## src/design/rvx_pkg.sv

```systemverilog
package rvx_pkg;

  // data memory geometry
  localparam int unsigned MemWords = 4096;
  localparam int unsigned MemAw    = $clog2(MemWords);

  // register file geometry
  localparam int unsigned NumRegs = 32;
  localparam int unsigned RegAw   = $clog2(NumRegs);

  localparam logic [31:0] PcStep = 32'd4;

  typedef enum logic [3:0] {
    OP_ADD    = 4'd0,
    OP_ADDI   = 4'd1,
    OP_SUB    = 4'd2,
    OP_LW     = 4'd3,
    OP_SW     = 4'd4,
    OP_JAL    = 4'd5,
    OP_JALR   = 4'd6,
    OP_BEQ    = 4'd7,
    OP_BNE    = 4'd8,
    OP_BLT    = 4'd9,
    OP_BGE    = 4'd10,
    OP_EBREAK = 4'd11
  } op_e;

  typedef struct packed {
    logic [3:0]       req_type;
    logic [RegAw-1:0] dest_reg;
    logic [RegAw-1:0] src1_reg;
    logic [RegAw-1:0] src2_reg;
    logic [31:0]      immediate;
  } req_t;

  typedef struct packed {
    logic [31:0]      next_pc;
    logic             branch_taken;
    logic             reg_written;
    logic [RegAw-1:0] written_index;
    logic [31:0]      written_value;
    logic             mem_fault;
    logic             halted;
  } rsp_t;

  // execute stage decisions for one instruction
  typedef struct packed {
    logic [31:0]      next_pc;
    logic             taken;
    logic             reg_we;
    logic             load;
    logic [RegAw-1:0] rd;
    logic [31:0]      wval;
    logic             mem_we;
    logic             mem_re;
    logic [MemAw-1:0] mem_addr;
    logic             fault;
    logic             halt;
  } exec_t;

endpackage

```

## src/design/rvx_exec.sv

```systemverilog
module rvx_exec import rvx_pkg::*; (
  input  req_t        req_i,
  input  logic [31:0] a_i,
  input  logic [31:0] b_i,
  input  logic [31:0] pc_i,
  input  logic        halt_i,
  output exec_t       ex_o
);

  logic [31:0] add_ab;
  logic [31:0] add_ai;
  logic [31:0] sub_ab;
  logic [31:0] pc4;
  logic        addr_ok;
  logic        lt;
  exec_t       ex;

  assign add_ab  = a_i + b_i;
  assign add_ai  = a_i + req_i.immediate;
  assign sub_ab  = a_i - b_i;
  assign pc4     = pc_i + PcStep;
  assign addr_ok = add_ai < 32'(MemWords);
  assign lt      = $signed(a_i) < $signed(b_i);

  always_comb begin
    ex          = '0;
    ex.next_pc  = pc4;
    ex.mem_addr = add_ai[MemAw-1:0];
    ex.halt     = halt_i;
    if (halt_i) begin
      ex.next_pc = pc_i;
    end else begin
      unique case (op_e'(req_i.req_type))
        OP_ADD: begin
          ex.wval   = add_ab;
          ex.reg_we = 1'b1;
        end
        OP_ADDI: begin
          ex.wval   = add_ai;
          ex.reg_we = 1'b1;
        end
        OP_SUB: begin
          ex.wval   = sub_ab;
          ex.reg_we = 1'b1;
        end
        OP_LW: begin
          ex.mem_re = addr_ok;
          ex.reg_we = addr_ok;
          ex.load   = 1'b1;
          ex.fault  = !addr_ok;
        end
        OP_SW: begin
          ex.mem_we = addr_ok;
          ex.fault  = !addr_ok;
        end
        OP_JAL: begin
          ex.wval    = pc4;
          ex.reg_we  = 1'b1;
          ex.next_pc = req_i.immediate;
          ex.taken   = 1'b1;
        end
        OP_JALR: begin
          ex.wval    = pc4;
          ex.reg_we  = 1'b1;
          ex.next_pc = {add_ai[31:1], 1'b0};
          ex.taken   = 1'b1;
        end
        OP_BEQ: ex.taken = (a_i == b_i);
        OP_BNE: ex.taken = (a_i != b_i);
        OP_BLT: ex.taken = lt;
        OP_BGE: ex.taken = !lt;
        OP_EBREAK: begin
          ex.halt    = 1'b1;
          ex.next_pc = pc_i;
        end
        default: ;
      endcase
      // branch targets are absolute
      if (ex.taken && !ex.reg_we) begin
        ex.next_pc = req_i.immediate;
      end
      if (req_i.dest_reg == '0) begin
        ex.reg_we = 1'b0;
      end
      ex.load = ex.load & ex.reg_we;
      ex.rd   = ex.reg_we ? req_i.dest_reg : '0;
      ex.wval = ex.reg_we ? ex.wval : '0;
    end
  end

  assign ex_o = ex;

endmodule

```

## config.mk

```make
export PLATFORM = sky130hd
export DESIGN_NAME = rvx_exec
export DESIGN_NICKNAME = d
export VERILOG_FILES = /design/src/design/rvx_pkg.sv /design/src/design/rvx_exec.sv
export SDC_FILE = /design/constraint.sdc
export NUM_CORES = 1
export LEC_CHECK = 0
export ABC_AREA = 1
export BUFFER_PORTS_ARGS = -buffer_cell sky130_fd_sc_hd__clkbuf_2
export CAP_MARGIN = 20
export CORE_MARGIN = 2
export CORE_UTILIZATION = 39
export DETAILED_ROUTE_END_ITERATION = 12
export SLEW_MARGIN = 15
export SYNTH_ARGS = -nofsm -noshare
export SYNTH_HDL_FRONTEND = slang
export SYNTH_SLANG_ARGS = --single-unit
```

## constraint.sdc

```tcl
create_clock -name vclk -period 3.9
set_input_delay 0.585 -clock vclk [all_inputs]
set_output_delay 0.585 -clock vclk [all_outputs]
set_load 0.02 [all_outputs]
```

### Word-level counts from Yosys, hierarchy flattened

Cells that the tools add are included.

| operators by class | value |
|---|---|
| bitwise gates (word level) | 1 |
| equality and inequality tests | 13 |
| add/subtract/negate cells | 4 |
| magnitude comparators | 2 |
| reduce and logical (&&, ||, !) cells | 9 |
| multiplexer cells | 20 |

Operators with widths:

| kind | count |
|---|---|
| case mux 32 bit (4 select lines) | 1 |
| 2-to-1 mux 32 bit | 3 |
| case mux 32 bit (3 select lines) | 1 |
| adder 32 bit | 2 |
| 2-to-1 mux 42 bit | 1 |
| adder 32 x 3 -> 32 bit (second input constant) | 1 |
| == test 32 bit | 1 |
| < comparator 32 x 13 -> 1 bit (second input constant) | 1 |
| < comparator 32 bit | 1 |
| inequality test 32 bit | 1 |
| subtractor 32 bit | 1 |
| == test 4 x 3 -> 1 bit (second input constant) | 4 |
| == test 4 bit (second input constant) | 4 |
| 2-to-1 mux 1 bit | 10 |
| == test 4 x 2 -> 1 bit (second input constant) | 2 |
| zero test 5 bit | 1 |
| 2-to-1 mux 5 bit | 1 |
| case mux 1 bit (5 select lines) | 1 |
| OR reduction 5 bit | 1 |
| == test 4 x 1 -> 1 bit (second input constant) | 1 |
| zero test 4 bit | 1 |
| OR reduction 2 bit | 2 |
| zero test 1 bit | 3 |
| 2-to-1 mux 2 bit | 1 |
| other kinds (3) | 3 |

| word-level totals | value |
|---|---|
| input port bits | 148 |
| register bits | 0 |
| word-level logic and storage cells | 49 |
| output and inout bits | 88 |

### Longest topological paths before layout

| logic depth | value |
|---|---|
| depth after elaboration | 8 |
| mapped depth | 21 |
| mapped depth without buffers | 20 |

### Worst setup path before layout

Ideal clock, no wire load.

| timing path | value |
|---|---|
| kind | input to output |
| start | in a_i[0] |
| end | out ex_o[16] in the netlist's numbering |
| setup slack | 525 ps |
| stages | 16 |
| path buffers | 0 |
| data required time | 3315 ps |
| arrival | 2790 ps |
| cell sequence | ha_1 -> fa_1 -> nand2_1 -> nand3_1 -> and2_1 -> nand4_1 -> nand3_1 -> nand2_1 -> nand2_1 -> nor2_1 -> nand3_1 -> nor2_4 -> nand3_4 -> nand2_8 -> nand3_2 -> nor2_1 |

RTL lines:

| element | RTL line | RTL |
|---|---|---|
| start, declared | rvx_exec.sv:3 | `input logic [31:0] a_i,` |
| end, declared | rvx_exec.sv:7 | `output exec_t ex_o` |

==> out/metrics.csv <==
metric,value,unit
maxSlewViolCount,0,
io_buffers,226,
cp_common_cell,nand2_1,
dp_hpwl,46200,um
yosys.area_share.simple,52.5,%
cpPeakStageDelay,0.32,ns
start_kind,primary input,
dp.cells,2700,
drt_iter0_drc,1677,
worstSetupPathType,in -> out,
synth_top_family_by_area,simple AND/OR/NAND/NOR gates,
io_pins,236,
clock.fmax,257,MHz
nFlopsAndLatches,0,
layout.nets,2631,
worst_pin_slew,0.885,ns
topRoutingLayerUsed,met5,
synthAdderAreaFrac,11.9,%
nClkBuffers,0,
setup_viol,0,
synth-seq-area-share,0,%
yosysWarnings,0,
synth_top_cell_by_area,nand2_1,
grt_usage,36.3,%
stdcell_count,2718,
layout-drive-gt1-share,28.8,%
synthXorXnorAreaFrac,2.59,%
syn_nets,2281,
dr_wl_met2,24600,um
worst-path-max-fanout,7,
via_per_inst,5.61,
first_pass_iters,5,
met3_length,4820,um
outcome,"complete, no violations",
grt_overflow_total,0,
grt_pass1_vias,13900,
min_period,3.89,ns
fin_util,53.9,%
period_share,99.8,%
multi_input_area,9780,um2
maxCapViolations,0,
die_w,168,um
p_leak,7.30,nW
synth.avg_cell_area,5.14,um2
diodes,0,
relSlewSlack,41.0,%
synth_most_common_cell,nand2_1,
drt_wl_total,55200,um
stdcell_area,14100,um2
holdWs,1.48,ns
crit_start,a_i[24],
n_fill_cell,2875,
wl_per_cell,20.3,um
syn_area,10500,um2
cp-end-kind,output port,
ant_nets,0,
hold_viol,0,
synth-compound-area-share,18.2,%
die_y,168,um
path_cells,clkbuf_2 > ha_4 > nand2_1 > buf_4 > nor2_1 > nand2_1 > nor2_1 > nor2_1 > nand2_1 > nand2_1 > nand2_2 > nand2_2 > nor2_4 > nand3_4 > nand2_8 > clkbuf_16 > nand3_2 > nor2_2 > clkbuf_2,
synth_top_area_share,22.0,%
initial_core_util,40.0,%
ctsHoldBuffers,0,
drcViolationCount,0,
powerDensity,158,nW/um2
area_delta_synth_final,34.9,%
hp-start,req_i[43],
yosys-top-cells-area,"nand2_1 22%, ha_1 11%, inv_1 11%",
synth_cell_types,58,
rsz0062_at_grt,yes,
ys_top_cells_by_count,"614 x nand2_1, 310 x inv_1, 201 x nor2_1, 161 x nand3_1, 106 x a21oi_1",
vias,15200,
synth.area.mux_share,0,%
critPathSlowestCell,ha_4,
gp_congestion,1.05,
routedLengthMet1,23500,um
min_path_type,in -> out,
grt_antenna_before_repair,3,
critical_path_required,3.31,ns
grt_max_degree,62,
post_dp_cell_area,13000,um2
dieArea,28200,um2
grt_pass1_wl,78900,um
num_rows,59,
core_region_area,26200,um2
finalSetupTns,0,ns
seqCellArea,0,um2
syn_inst,2035,
vdd_ir_drop_max,80.8,uV
cp.arrival,3.31,ns
-- logic make-up after synthesis --
family                     Yosys count
and+or+nand+nor                   1205
buffers and inverters              381
AOI/OAI and AO/OA                  320
adders and majority gates           98
xor gates and xnor gates            31
-- layer usage --
layer,GRT usage (%),up-vias
met5,0,-
li1,-,7337
met4,11.1,6
met3,3.24,129
met1,50.6,7003
met2,59.3,766
-- power breakdown --
part,leakage [nW],internal (mW),switching [mW]
Clock,0,0,0
Sequential,0,0,0
Combinational,7.30,0.829,1.41
Total,7.30,0.829,1.41
-- cell type report --
cell class,count,share of cell area [%]
inverters,327,8.78
multi-input cells,1655,69.3
repair buffers,401,19.0
well taps,335,2.97
-- placed cells by master, fill, tap and decap left out, types with 9 or more instances in the layout --
cell	count
nand3b_1	10
o211ai_1	11
nand3_1	149
o21ai_0	75
inv_1	304
clkbuf_2	188
inv_2	20
a21o_1	13
nand2_1	585
o21ai_1	21
xor2_1	26
a21boi_0	9
ha_4	36
buf_2	17
or2_2	18
nand3_2	48
nor3_1	36
nand2_2	42
o2111ai_1	9
o22ai_1	23
nor4_1	13
ha_1	51
a21oi_1	93
a21oi_2	17
nand4_1	36
nor2_2	59
nor2_1	172
buf_4	176
-- through the flow --
stage	total power, mW	worst slack [ns]
finish	2.24	0.00963
global placement	1.95	-0.112
global route	2.40	-0.0628
floorplan	1.17	0.525
CTS	1.99	-0.00506
detailed placement	1.96	-0.0784
-- worst paths after layout --
path / end / cells after the start / slack, ns
max: ex_o[37] / 19 / 0.01
min: ex_o[49] / 4 / 1.48
-- repair_timing --
| item | 4_1_cts | 5_1_grt |
|---|---|---|
| endpoints found under the setup margin | 37 | 72 |
| cloned | 1 | 4 |
| pin swaps | 2 | 32 |
| setup buffers | 1 | 12 |
| resized for setup | 14 | 233 |
-- worst max-delay path: cells and delay by family --
kind          cells  cell delay [ns]
simple gates     14             1.73
buf+inv           4             0.66
fa+ha+maj         1             0.32
Note: power is estimated with default switching activity, not from simulation.
