## src/design/rvx_pkg.sv

```systemverilog
package rvx_pkg;

  // data memory geometry
  localparam int unsigned MemWords = 4096;
  localparam int unsigned MemAw    = $clog2(MemWords);

  // register file geometry
  localparam int unsigned NumRegs = 32;
  localparam int unsigned RegAw   = $clog2(NumRegs);

  localparam logic [31:0] PcStep = 32'd4;

  typedef enum logic [3:0] {
    OP_ADD    = 4'd0,
    OP_ADDI   = 4'd1,
    OP_SUB    = 4'd2,
    OP_LW     = 4'd3,
    OP_SW     = 4'd4,
    OP_JAL    = 4'd5,
    OP_JALR   = 4'd6,
    OP_BEQ    = 4'd7,
    OP_BNE    = 4'd8,
    OP_BLT    = 4'd9,
    OP_BGE    = 4'd10,
    OP_EBREAK = 4'd11
  } op_e;

  typedef struct packed {
    logic [3:0]       req_type;
    logic [RegAw-1:0] dest_reg;
    logic [RegAw-1:0] src1_reg;
    logic [RegAw-1:0] src2_reg;
    logic [31:0]      immediate;
  } req_t;

  typedef struct packed {
    logic [31:0]      next_pc;
    logic             branch_taken;
    logic             reg_written;
    logic [RegAw-1:0] written_index;
    logic [31:0]      written_value;
    logic             mem_fault;
    logic             halted;
  } rsp_t;

  // execute stage decisions for one instruction
  typedef struct packed {
    logic [31:0]      next_pc;
    logic             taken;
    logic             reg_we;
    logic             load;
    logic [RegAw-1:0] rd;
    logic [31:0]      wval;
    logic             mem_we;
    logic             mem_re;
    logic [MemAw-1:0] mem_addr;
    logic             fault;
    logic             halt;
  } exec_t;

endpackage

```

## src/design/rvx_regfile.sv

```systemverilog
module rvx_regfile import rvx_pkg::*; (
  input  logic             clk_i,
  input  logic             rst_ni,
  input  logic             re_i,
  input  logic [RegAw-1:0] ra1_i,
  input  logic [RegAw-1:0] ra2_i,
  output logic [31:0]      rd1_o,
  output logic [31:0]      rd2_o,
  input  logic             we_i,
  input  logic [RegAw-1:0] wa_i,
  input  logic [31:0]      wd_i
);

  logic [31:0]        mem_q [NumRegs];
  logic [NumRegs-1:0] vld_q;
  logic [31:0]        rd1_q;
  logic [31:0]        rd2_q;

  // valid bits stand in for the reset to zero
  always_ff @(posedge clk_i or negedge rst_ni) begin
    if (!rst_ni) begin
      vld_q <= '0;
    end else if (we_i) begin
      vld_q[wa_i] <= 1'b1;
    end
  end

  always_ff @(posedge clk_i) begin
    if (we_i) begin
      mem_q[wa_i] <= wd_i;
    end
    if (re_i) begin
      rd1_q <= vld_q[ra1_i] ? mem_q[ra1_i] : '0;
      rd2_q <= vld_q[ra2_i] ? mem_q[ra2_i] : '0;
    end
  end

  assign rd1_o = rd1_q;
  assign rd2_o = rd2_q;

endmodule

```

## config.mk

```make
export PLATFORM = sky130hd
export DESIGN_NAME = rvx_regfile
export DESIGN_NICKNAME = d
export VERILOG_FILES = /design/src/design/rvx_pkg.sv /design/src/design/rvx_regfile.sv
export SDC_FILE = /design/constraint.sdc
export NUM_CORES = 1
export LEC_CHECK = 0
export BUFFER_PORTS_ARGS = -buffer_cell sky130_fd_sc_hd__buf_4
export CAP_MARGIN = 10
export CORE_MARGIN = 8
export CORE_UTILIZATION = 50
export DETAILED_ROUTE_END_ITERATION = 10
export HOLD_SLACK_MARGIN = 0.15
export PLACE_DENSITY = 0.65
export SETUP_SLACK_MARGIN = 0.3
export SLEW_MARGIN = 10
export SYNTH_ARGS = -nofsm -noshare
export SYNTH_HDL_FRONTEND = slang
export SYNTH_SLANG_ARGS = --single-unit
```

## constraint.sdc

```tcl
create_clock -name clk_i -period 5.7 [get_ports clk_i]
set_input_delay 0.57 -clock clk_i [delete_from_list [all_inputs] [get_ports clk_i]]
set_output_delay 0.57 -clock clk_i [all_outputs]
set_load 0.05 [all_outputs]
```

# Word level (Yosys, flattened, before mapping)
# Memories as Yosys holds them, arrays and structs flattened. A register that Yosys moved wholly into a read port is not among the register bits.
# Cells that the tools add are included.
[classes]
n_bitwise = 1
n_reduce_logical = 3
order_cmp = 4
muxes = 8
[op_table]
columns = ["operator", "count"]
rows = [
  ["$or A32 B32 Y32", 1],
  ["$lt A5 B6 Y1 const B", 3],
  ["$bmux W1 S5", 2],
  ["$demux W1 S5", 1],
  ["$ge A5 B1 Y1 const B", 1],
  ["$mux W1", 5],
  ["$logic_not A1 Y1", 2],
  ["$logic_and A1 B1 Y1", 1],
]
[totals]
out_inout_bits = 64
n_memories = 1
input_bits = 51
regBits = 32
mem_bits_rw = 1024
elab_cells = 18
[memory_table]
columns = ["name", "words", "word_bits", "read_ports", "rd_clocked_by_memory_dff", "wr", "line", "rtl"]
rows = [
  ["mem_q", 32, 32, 2, 2, 1, "rvx_regfile.sv:14", "logic [31:0] mem_q [NumRegs];"],
]

# Depth between registers and ports, before layout
# Gate-level depths: netlist (run 1).
[logic_depth]
word_depth = 5
depth_mapped = 9
ltp_nobuf = 5

# Least setup slack after synthesis (run 1)
# No wires, ideal clock.
[synth_timing]
path_type = "input-to-reg"
start = "in wa_i[0]"
end = "mem mem_q[12][0], enable pin"
arrival_time_ns = 2.601
setup_slack_ns = 2.677
n_path_buf = 1
stages = 3
required_time_ns = 5.278
setup_ns = 0.422
path_cell_list = "or3b_2 > clkbuf_1 > nor2_1"
[synth_rtl]
columns = ["item", "line", "rtl"]
rows = [
  ["start, declared", "rvx_regfile.sv:10", "input logic [RegAw-1:0] wa_i,"],
  ["end, declared", "rvx_regfile.sv:14", ""],
]
# Straight into the memory's write port.

# Final worst setup path (run 1)
[layout_timing]
start = "in ra2_i[3]"
end = "reg rd2_q[21], in the netlist rd2_o[21] (read register of mem_q) (data pin)"
[layout_between]
elab_chain_len = 3
[layout_rtl]
columns = ["item", "line", "rtl"]
rows = [
  ["start, declared", "rvx_regfile.sv:6", "input logic [RegAw-1:0] ra2_i,"],
  ["$bmux W1 S5", "rvx_regfile.sv:34", "rd2_q <= vld_q[ra2_i] ? mem_q[ra2_i] : '0;"],
  ["$mux W1 (implied by the code)", "rvx_regfile.sv:34", ""],
  ["$logic_not A1 Y1 (no line)", "-", ""],
  ["end, declared", "rvx_regfile.sv:17", "logic [31:0] rd2_q;"],
]
# Parallel ways exist; a longest one is shown, timed or not. The select of a mux whose other input is x is not followed.
# A chain may end at the register's enable or synchronous reset.

==> out/metrics.yaml, run 1 <==
status: "finished clean"
drv_cap: 0
period_minus_slack_ps: 3510
yosysTopAreaCell: "edfxtp_1"
r2r_cells: 6
clock_power_share: 0.401
min_from: "wd_i[4]"
route.detailed.drc: 0
synthTopCellsByArea: "edfxtp_1 (63%), mux4_2 (12%), mux2i_1 (10%), a221oi_1 (4.3%), dfrtp_1 (1.5%)"
detail_route.vias_per_cell: 7.04
synth_cell_types: 34
cts.root.buffer_cell: "clkbuf_16"
antenna_found_initial: 9
synth_top_area_share: 0.631
internal_power_mw: 14.3
worst_pin_slew_ps: 1310
gp_congestion: 0.840
rsz0062_at_grt: "no"
cts_sinks: 1120
synth_seq_area_share: 0.646
slew_violations: 0
pwr-share-seq: 0.498
yosysWarnings: 0
finalSetupTns_ps: 0
holdWs_ps: 265
dieArea_sq_mm: 0.114
cts-resized-gates: 0
fmax_mhz: 285
synth-seq-cells: 1120
fillers: 7771
grt_pass1_wl_microns: 232000
p_leak_nw: 19.6
htree_levels: 3
power_density_mw_per_mm2: 326
track_usage: 0.282
start_util: 0.502
vias: 32371
crit_required_ps: 6150
io_buffers: 114
wirelength_microns: 164000
hold_class: "input port to register"
netlist_area_sq_mm: 0.0518
skew_ps: 31.6
min_delay_worst_endpoint: "mem_q[11][4]"
cts-hold-fix-buffers: 1
cts_setup_buffers: 0
total_power_mw: 18.9
rrSetupSlack_ps: 2510
fin_ws_ps: 2190
ant_nets: 0
first_global_vias: 33039
min_path_cells: 1
grt_max_degree: 128
wl_per_cell_microns: 35.7
hold_viol: 0
syn-instance-count: 3040
r2r-end: "rd1_o[24]"
critPathArrivalTime_ps: 3960
setup_viol: 0
layout-drive-gt1-share: 0.225
p_sw_mw: 4.58
drtPass1Iterations: 6
worst_setup_path_end_kind: "register"
clkTransAtPathRegs_ps: 60
drtIter0Drc: 4106
seq_area_sq_mm: 0.0335
dpl.hpwl_microns: 90700
post-place-ws_ps: 1560
die_h_microns: 338
clk_path_buf_depth: 3
critical_path.max_fanout: 32
die_w_microns: 338
fin_nets: 3157
p_comb_frac: 0.101
placementRows: 118
multiInputGateArea_sq_mm: 0.0171
core-area_sq_mm: 0.103
cts_buffers: 116
io_pins: 115
synth.avg_cell_area_sq_um: 17.0
grt_overflow: 0
cp-start-kind: "input port"
post-route-util: 0.560
r2r-start: "vld_q[27]"
worstSkewPairLatency_ps: 720
area_growth_pct: 11.6
peakVddDrop_mv: 0.275
min_period_over_period: 0.615
swShare: 0.243
cts_tree: "built"
critPathKind: "input port to register"
synthesis.nets: 3091
slew_headroom: 0.125
## final cells by class
cell class,instances,area share
Antenna cell,7,0.000303
Clock buffer,148,0.0539
Clock inverter,74,0.0117
Inverter,4,0.000303
Multi-Input combinational cell,1667,0.297
Sequential cell,1120,0.579
Tap cell,1380,0.0299
Timing Repair Buffer,197,0.0281
## through the flow
step | std cells | cell area (sq um)
2_1_floorplan | 3040 | 51800
3_3_place_gp | 4364 | 53900
3_5_place_dp | 4364 | 53900
4_1_cts | 4587 | 57700
5_1_grt | 4593 | 57800
6_report | 4597 | 57800
## critical path, cell delays in order
cell and delay, ps:
buf_4 340, clkinv_2 710, mux2_2 520, nand3_1 90
nand4_1 850, buf_4 610, and3_1 210
## flip-flops by register name, summed over array words and instances (netlist names)
name   cells
vld_q     32
mem_q   1024
rd2_o     32
rd1_o     32
## synth_stat cells (all sizes together)
cell / n
buf: 142
o21ai: 128
a221oi: 256
nor2b: 4
mux2: 4
edfxtp: 1088
o211ai: 4
nor3: 64
nand2: 3
mux2i: 520
nand3: 70
inv: 4
a311oi: 4
nor2: 101
and3: 64
nand4: 2
a22oi: 64
a21oi: 64
or3b: 3
nand2b: 2
or2: 32
and2: 2
mux4: 268
or3: 1
clkbuf: 107
nand3b: 7
dfrtp: 32
## metal layers
metal / GRT usage / part of all wire / vias to the layer above
met5: 0 / 0.000079 / -
met4: 0.121 / 0.047 / 2
met3: 0.0604 / 0.11 / 482
met2: 0.449 / 0.47 / 2172
met1: 0.378 / 0.37 / 16755
li1: - / - / 12960
## power by group through the flow
stage               clock network, mW  registers (mW)  logic [mW]
global placement                    0            9.55        1.84
finish                           7.57            9.40        1.90
CTS                              7.64            9.39        1.88
detailed placement                  0            9.56        1.88
floorplan                           0            9.68        1.04
global route                     7.94            9.41        1.99
## worst max-delay path by stage
stage	from	to	slack [ps]	cells after the start
2_1_floorplan	wa_i[0]	mem_q[12][0]	2680	3
3_3_place_gp	ra1_i[0]	rd1_o[11]	1620	7
3_5_place_dp	ra1_i[0]	rd1_o[31]	1560	7
4_1_cts	ra1_i[0]	rd1_o[31]	2290	7
5_1_grt	ra1_i[0]	rd1_o[13]	2170	7
6_report	ra2_i[3]	rd2_o[21]	2190	7
## cell families after synthesis
group | synth area share
simple gates | 0.0349
compound gates | 0.0724
flops | 0.646
buf+inv | 0.0284
mux | 0.218
## cell usage in the layout (no fill, tap or decap), drive strengths merged
| master | count |
|---|---|
| edfxtp | 1088 |
| or3 | 1 |
| nand2b | 2 |
| buf | 196 |
| inv | 6 |
| a22oi | 64 |
| a311oi | 4 |
| mux2 | 4 |
| mux2i | 520 |
| and2 | 2 |
| clkinvlp | 7 |
| or3b | 3 |
| a221oi | 256 |
| nor2 | 101 |
| clkinv | 54 |
| or2 | 32 |
| o211ai | 4 |
| dfrtp | 32 |
| nor3 | 64 |
| o21ai | 128 |
| dlygate4sd3 | 1 |
| nor2b | 4 |
| nand3b | 7 |
| nand3 | 70 |
| bufinv | 11 |
| nand4 | 2 |
| and3 | 64 |
| diode | 7 |
| mux4 | 268 |
| nand2 | 3 |
| a21oi | 64 |
| clkbuf | 148 |
No activity file was read; power rests on OpenSTA's default activity.
==> run 2: changes to the inputs <==
Clock period 5.7 ns to 3.5 ns, I/O delays scaled along.
==> run 2 against run 1 <==
Net effect:
- combinational power rose by 69%
- sequential share of layout area fell by 1.1 points
- highest routed layer unchanged
- via count rose by 0.92%
- final area rose by 2.0%
- critical path depth did not move
- setup slack got worse by 1000 ps
- utilization rose by 1.1 points
==> out/metrics.yaml, run 2 (synthesis results as in run 1) <==
layout-drive-gt1-share: 0.233  # +0.00815
swShare: 0.238  # -0.00414
multiInputGateArea_sq_mm: 0.0171  # unchanged
cp-start-kind: "input port"
drtIter0Drc: 4240  # +3.3%
grt_overflow: 0  # unchanged
core-area_sq_mm: 0.103  # unchanged
layout_common_cells: "edfxtp_1 (1088), mux2i_1 (520), mux4_2 (268), a221oi_1 (256), buf_4 (191)"
cts.root.buffer_cell: "clkbuf_16"
m1WireLength_microns: 61300  # -0.15%
internal_power_mw: 23.7  # +66%
dpl.hpwl_microns: 91600  # +0.98%
top_layer_used: "met5"
p_comb_frac: 0.103  # +0.002
antenna_found_initial: 11  # +2
peakVddDrop_mv: 0.478  # +74%
p_sw_mw: 7.42  # +62%
cts_setup_buffers: 0  # unchanged
slew_headroom: 0.287  # +0.162
place_inst: 4410  # +1.1%
max_stage_delay_ps: 670  # -180 ps
wirelength_microns: 165000  # +0.79%
io_pins: 115  # unchanged
grt_pass1_wl_microns: 235000  # +1.3%
setup_viol: 0  # unchanged
gp_congestion: 0.836  # -0.52%
postPlaceCellArea_sq_mm: 0.0547  # +1.5%
min_period_over_period: 0.669
io_buffers: 114  # unchanged
clk_path_buf_depth: 3  # unchanged
placementRows: 118  # unchanged
critPathArrivalTime_ps: 2770  # -1190 ps
critical_path.max_fanout: 26  # -19%
wl_met3_microns: 18800  # +3.9%
route.met2.wl_microns: 78600  # +2.3%
fin_nets: 3231  # +2.3%
post-place-ws_ps: 573  # -989 ps
die_w_microns: 338  # unchanged
pwr-share-seq: 0.492  # -0.006
period_minus_slack_ps: 2340
htree_levels: 3  # unchanged
crit_chain: "buf_4, and2_4, buf_4, a221oi_1, a22oi_1, nand3_1, and3_1"
ant_nets: 0  # unchanged
worst_pin_slew_ps: 1070  # -239 ps
wl_per_cell_microns: 35.4  # -0.64%
clock_power_share: 0.405  # +0.004
fmax_mhz: 427
track_usage: 0.286  # +0.00367
finalNonFillerCells: 4663  # +1.4%
drtPass1Iterations: 6  # unchanged
critPathKind: "input port to register"
area_growth_pct: 13.8
seq_area_sq_mm: 0.0335  # unchanged
start_util: 0.502  # unchanged
die_h_microns: 338  # unchanged
status: "finished clean"
detail_route.vias_per_cell: 7.01  # -0.50%
crit_path_frequent_cell: "buf_4"
crit_required_ps: 3930  # -2220 ps
clkTransAtPathRegs_ps: 60  # about the same
cts_buffers: 115  # -0.86%
slew_violations: 0  # unchanged
dieArea_sq_mm: 0.114  # unchanged
power_density_mw_per_mm2: 528  # +62%
hold_class: "input port to register"
total_power_mw: 31.1  # +65%
cts_tree: "built"
largest_register_ffs: 1024  # unchanged
route.detailed.drc: 0  # unchanged
vias: 32670  # +0.92%
skew_ps: 17.5  # -14.1 ps
worstSkewPairLatency_ps: 690  # -30 ps
cpMaxStageDelayCell: "and2_4"
top_register: "mem_q"
rsz0062_at_grt: "no"
final_common_cell: "edfxtp_1"
hold_viol: 0  # unchanged
worst_setup_path_end_kind: "register"
drv_cap: 0  # unchanged
first_global_vias: 33354  # +0.95%
finalSetupTns_ps: 0  # unchanged
p_leak_nw: 20.1  # +2.6%
grt_max_degree: 68  # -47%
cts_sinks: 1120  # unchanged
design_area_sq_mm: 0.0590  # +2.0%
fillers: 7687  # -1.1%
fin_ws_ps: 1160  # -1030 ps
run 2: cell types whose count changed in the layout (fill, tap and decap cells not counted), sizes merged:
| cell | before | now |
|---|---|---|
| clkbuf | 148 | 144 |
| inv | 6 | 3 |
| buf | 196 | 239 |
| dlygate4sd3 | 1 | 33 |
| clkinv | 54 | 49 |
| diode | 7 | 5 |
| bufinv | 11 | 16 |
run 2: repair_timing:
| action | 4_1_cts | 5_1_grt |
|---|---|---|
| endpoints found under the hold margin | 1056 | 0 |
| gates resized for setup | 0 | 0 |
| hold buffers | 33 | 0 |
run 2: power by group through the flow:
stage | clock [mW] | combinational, mW | sequential [mW]
after global placement | 0 | 3.09 | 15.6
after floorplan | 0 | 1.70 | 15.8
final | 12.6 | 3.21 | 15.3
after detailed placement | 0 | 3.15 | 15.6
after CTS | 12.7 | 3.19 | 15.3
after global routing | 13.2 | 3.36 | 15.3
run 2: final timing paths:
check	startpoint	endpoint	slack [ps]	cells after the start
worst min register to register	vld_q[6]	vld_q[6]	490	1
worst max-delay path	ra2_i[2]	rd2_o[6]	1160	7
min in group asynchronous	rst_ni	vld_q[3]	310	2
worst min-delay path	re_i	rd2_o[25]	240	1
max in group asynchronous	rst_ni	vld_q[11]	2870	2
worst max register to register	vld_q[17]	rd1_o[5]	1240	6
run 2: routing by layer:
| metal | up-vias | global-route usage |
|---|---|---|
| li1 | 13080 | - |
| met1 | 17083 | 0.380 |
| met2 | 2094 | 0.461 |
| met3 | 407 | 0.0685 |
| met4 | 6 | 0.105 |
| met5 | - | 0 |
run 2: area by class of cell:
| cell class | instances | area share |
|---|---|---|
| clock inverter | 71 | 0.0130 |
| timing repair buffer | 272 | 0.0458 |
| antenna | 5 | 0.000212 |
| multi-input combinational | 1667 | 0.291 |
| sequential | 1120 | 0.568 |
| tap | 1380 | 0.0293 |
| inverter | 4 | 0.000297 |
| clock buffer | 144 | 0.0530 |
run 2: per-stage QoR:
stage | util | hold WS, ps
2_1_floorplan | - | 54.4
3_3_place_gp | 0.530 | 307
3_5_place_dp | 0.530 | 316
4_1_cts | 0.571 | 193
5_1_grt | 0.571 | 218
6_report | 0.571 | 235
run 2: critical path, delay by kind of cell:
kind	cells	cell delay [ps]
compound gates	2	440
buf+inv	2	760
simple gates	3	1160
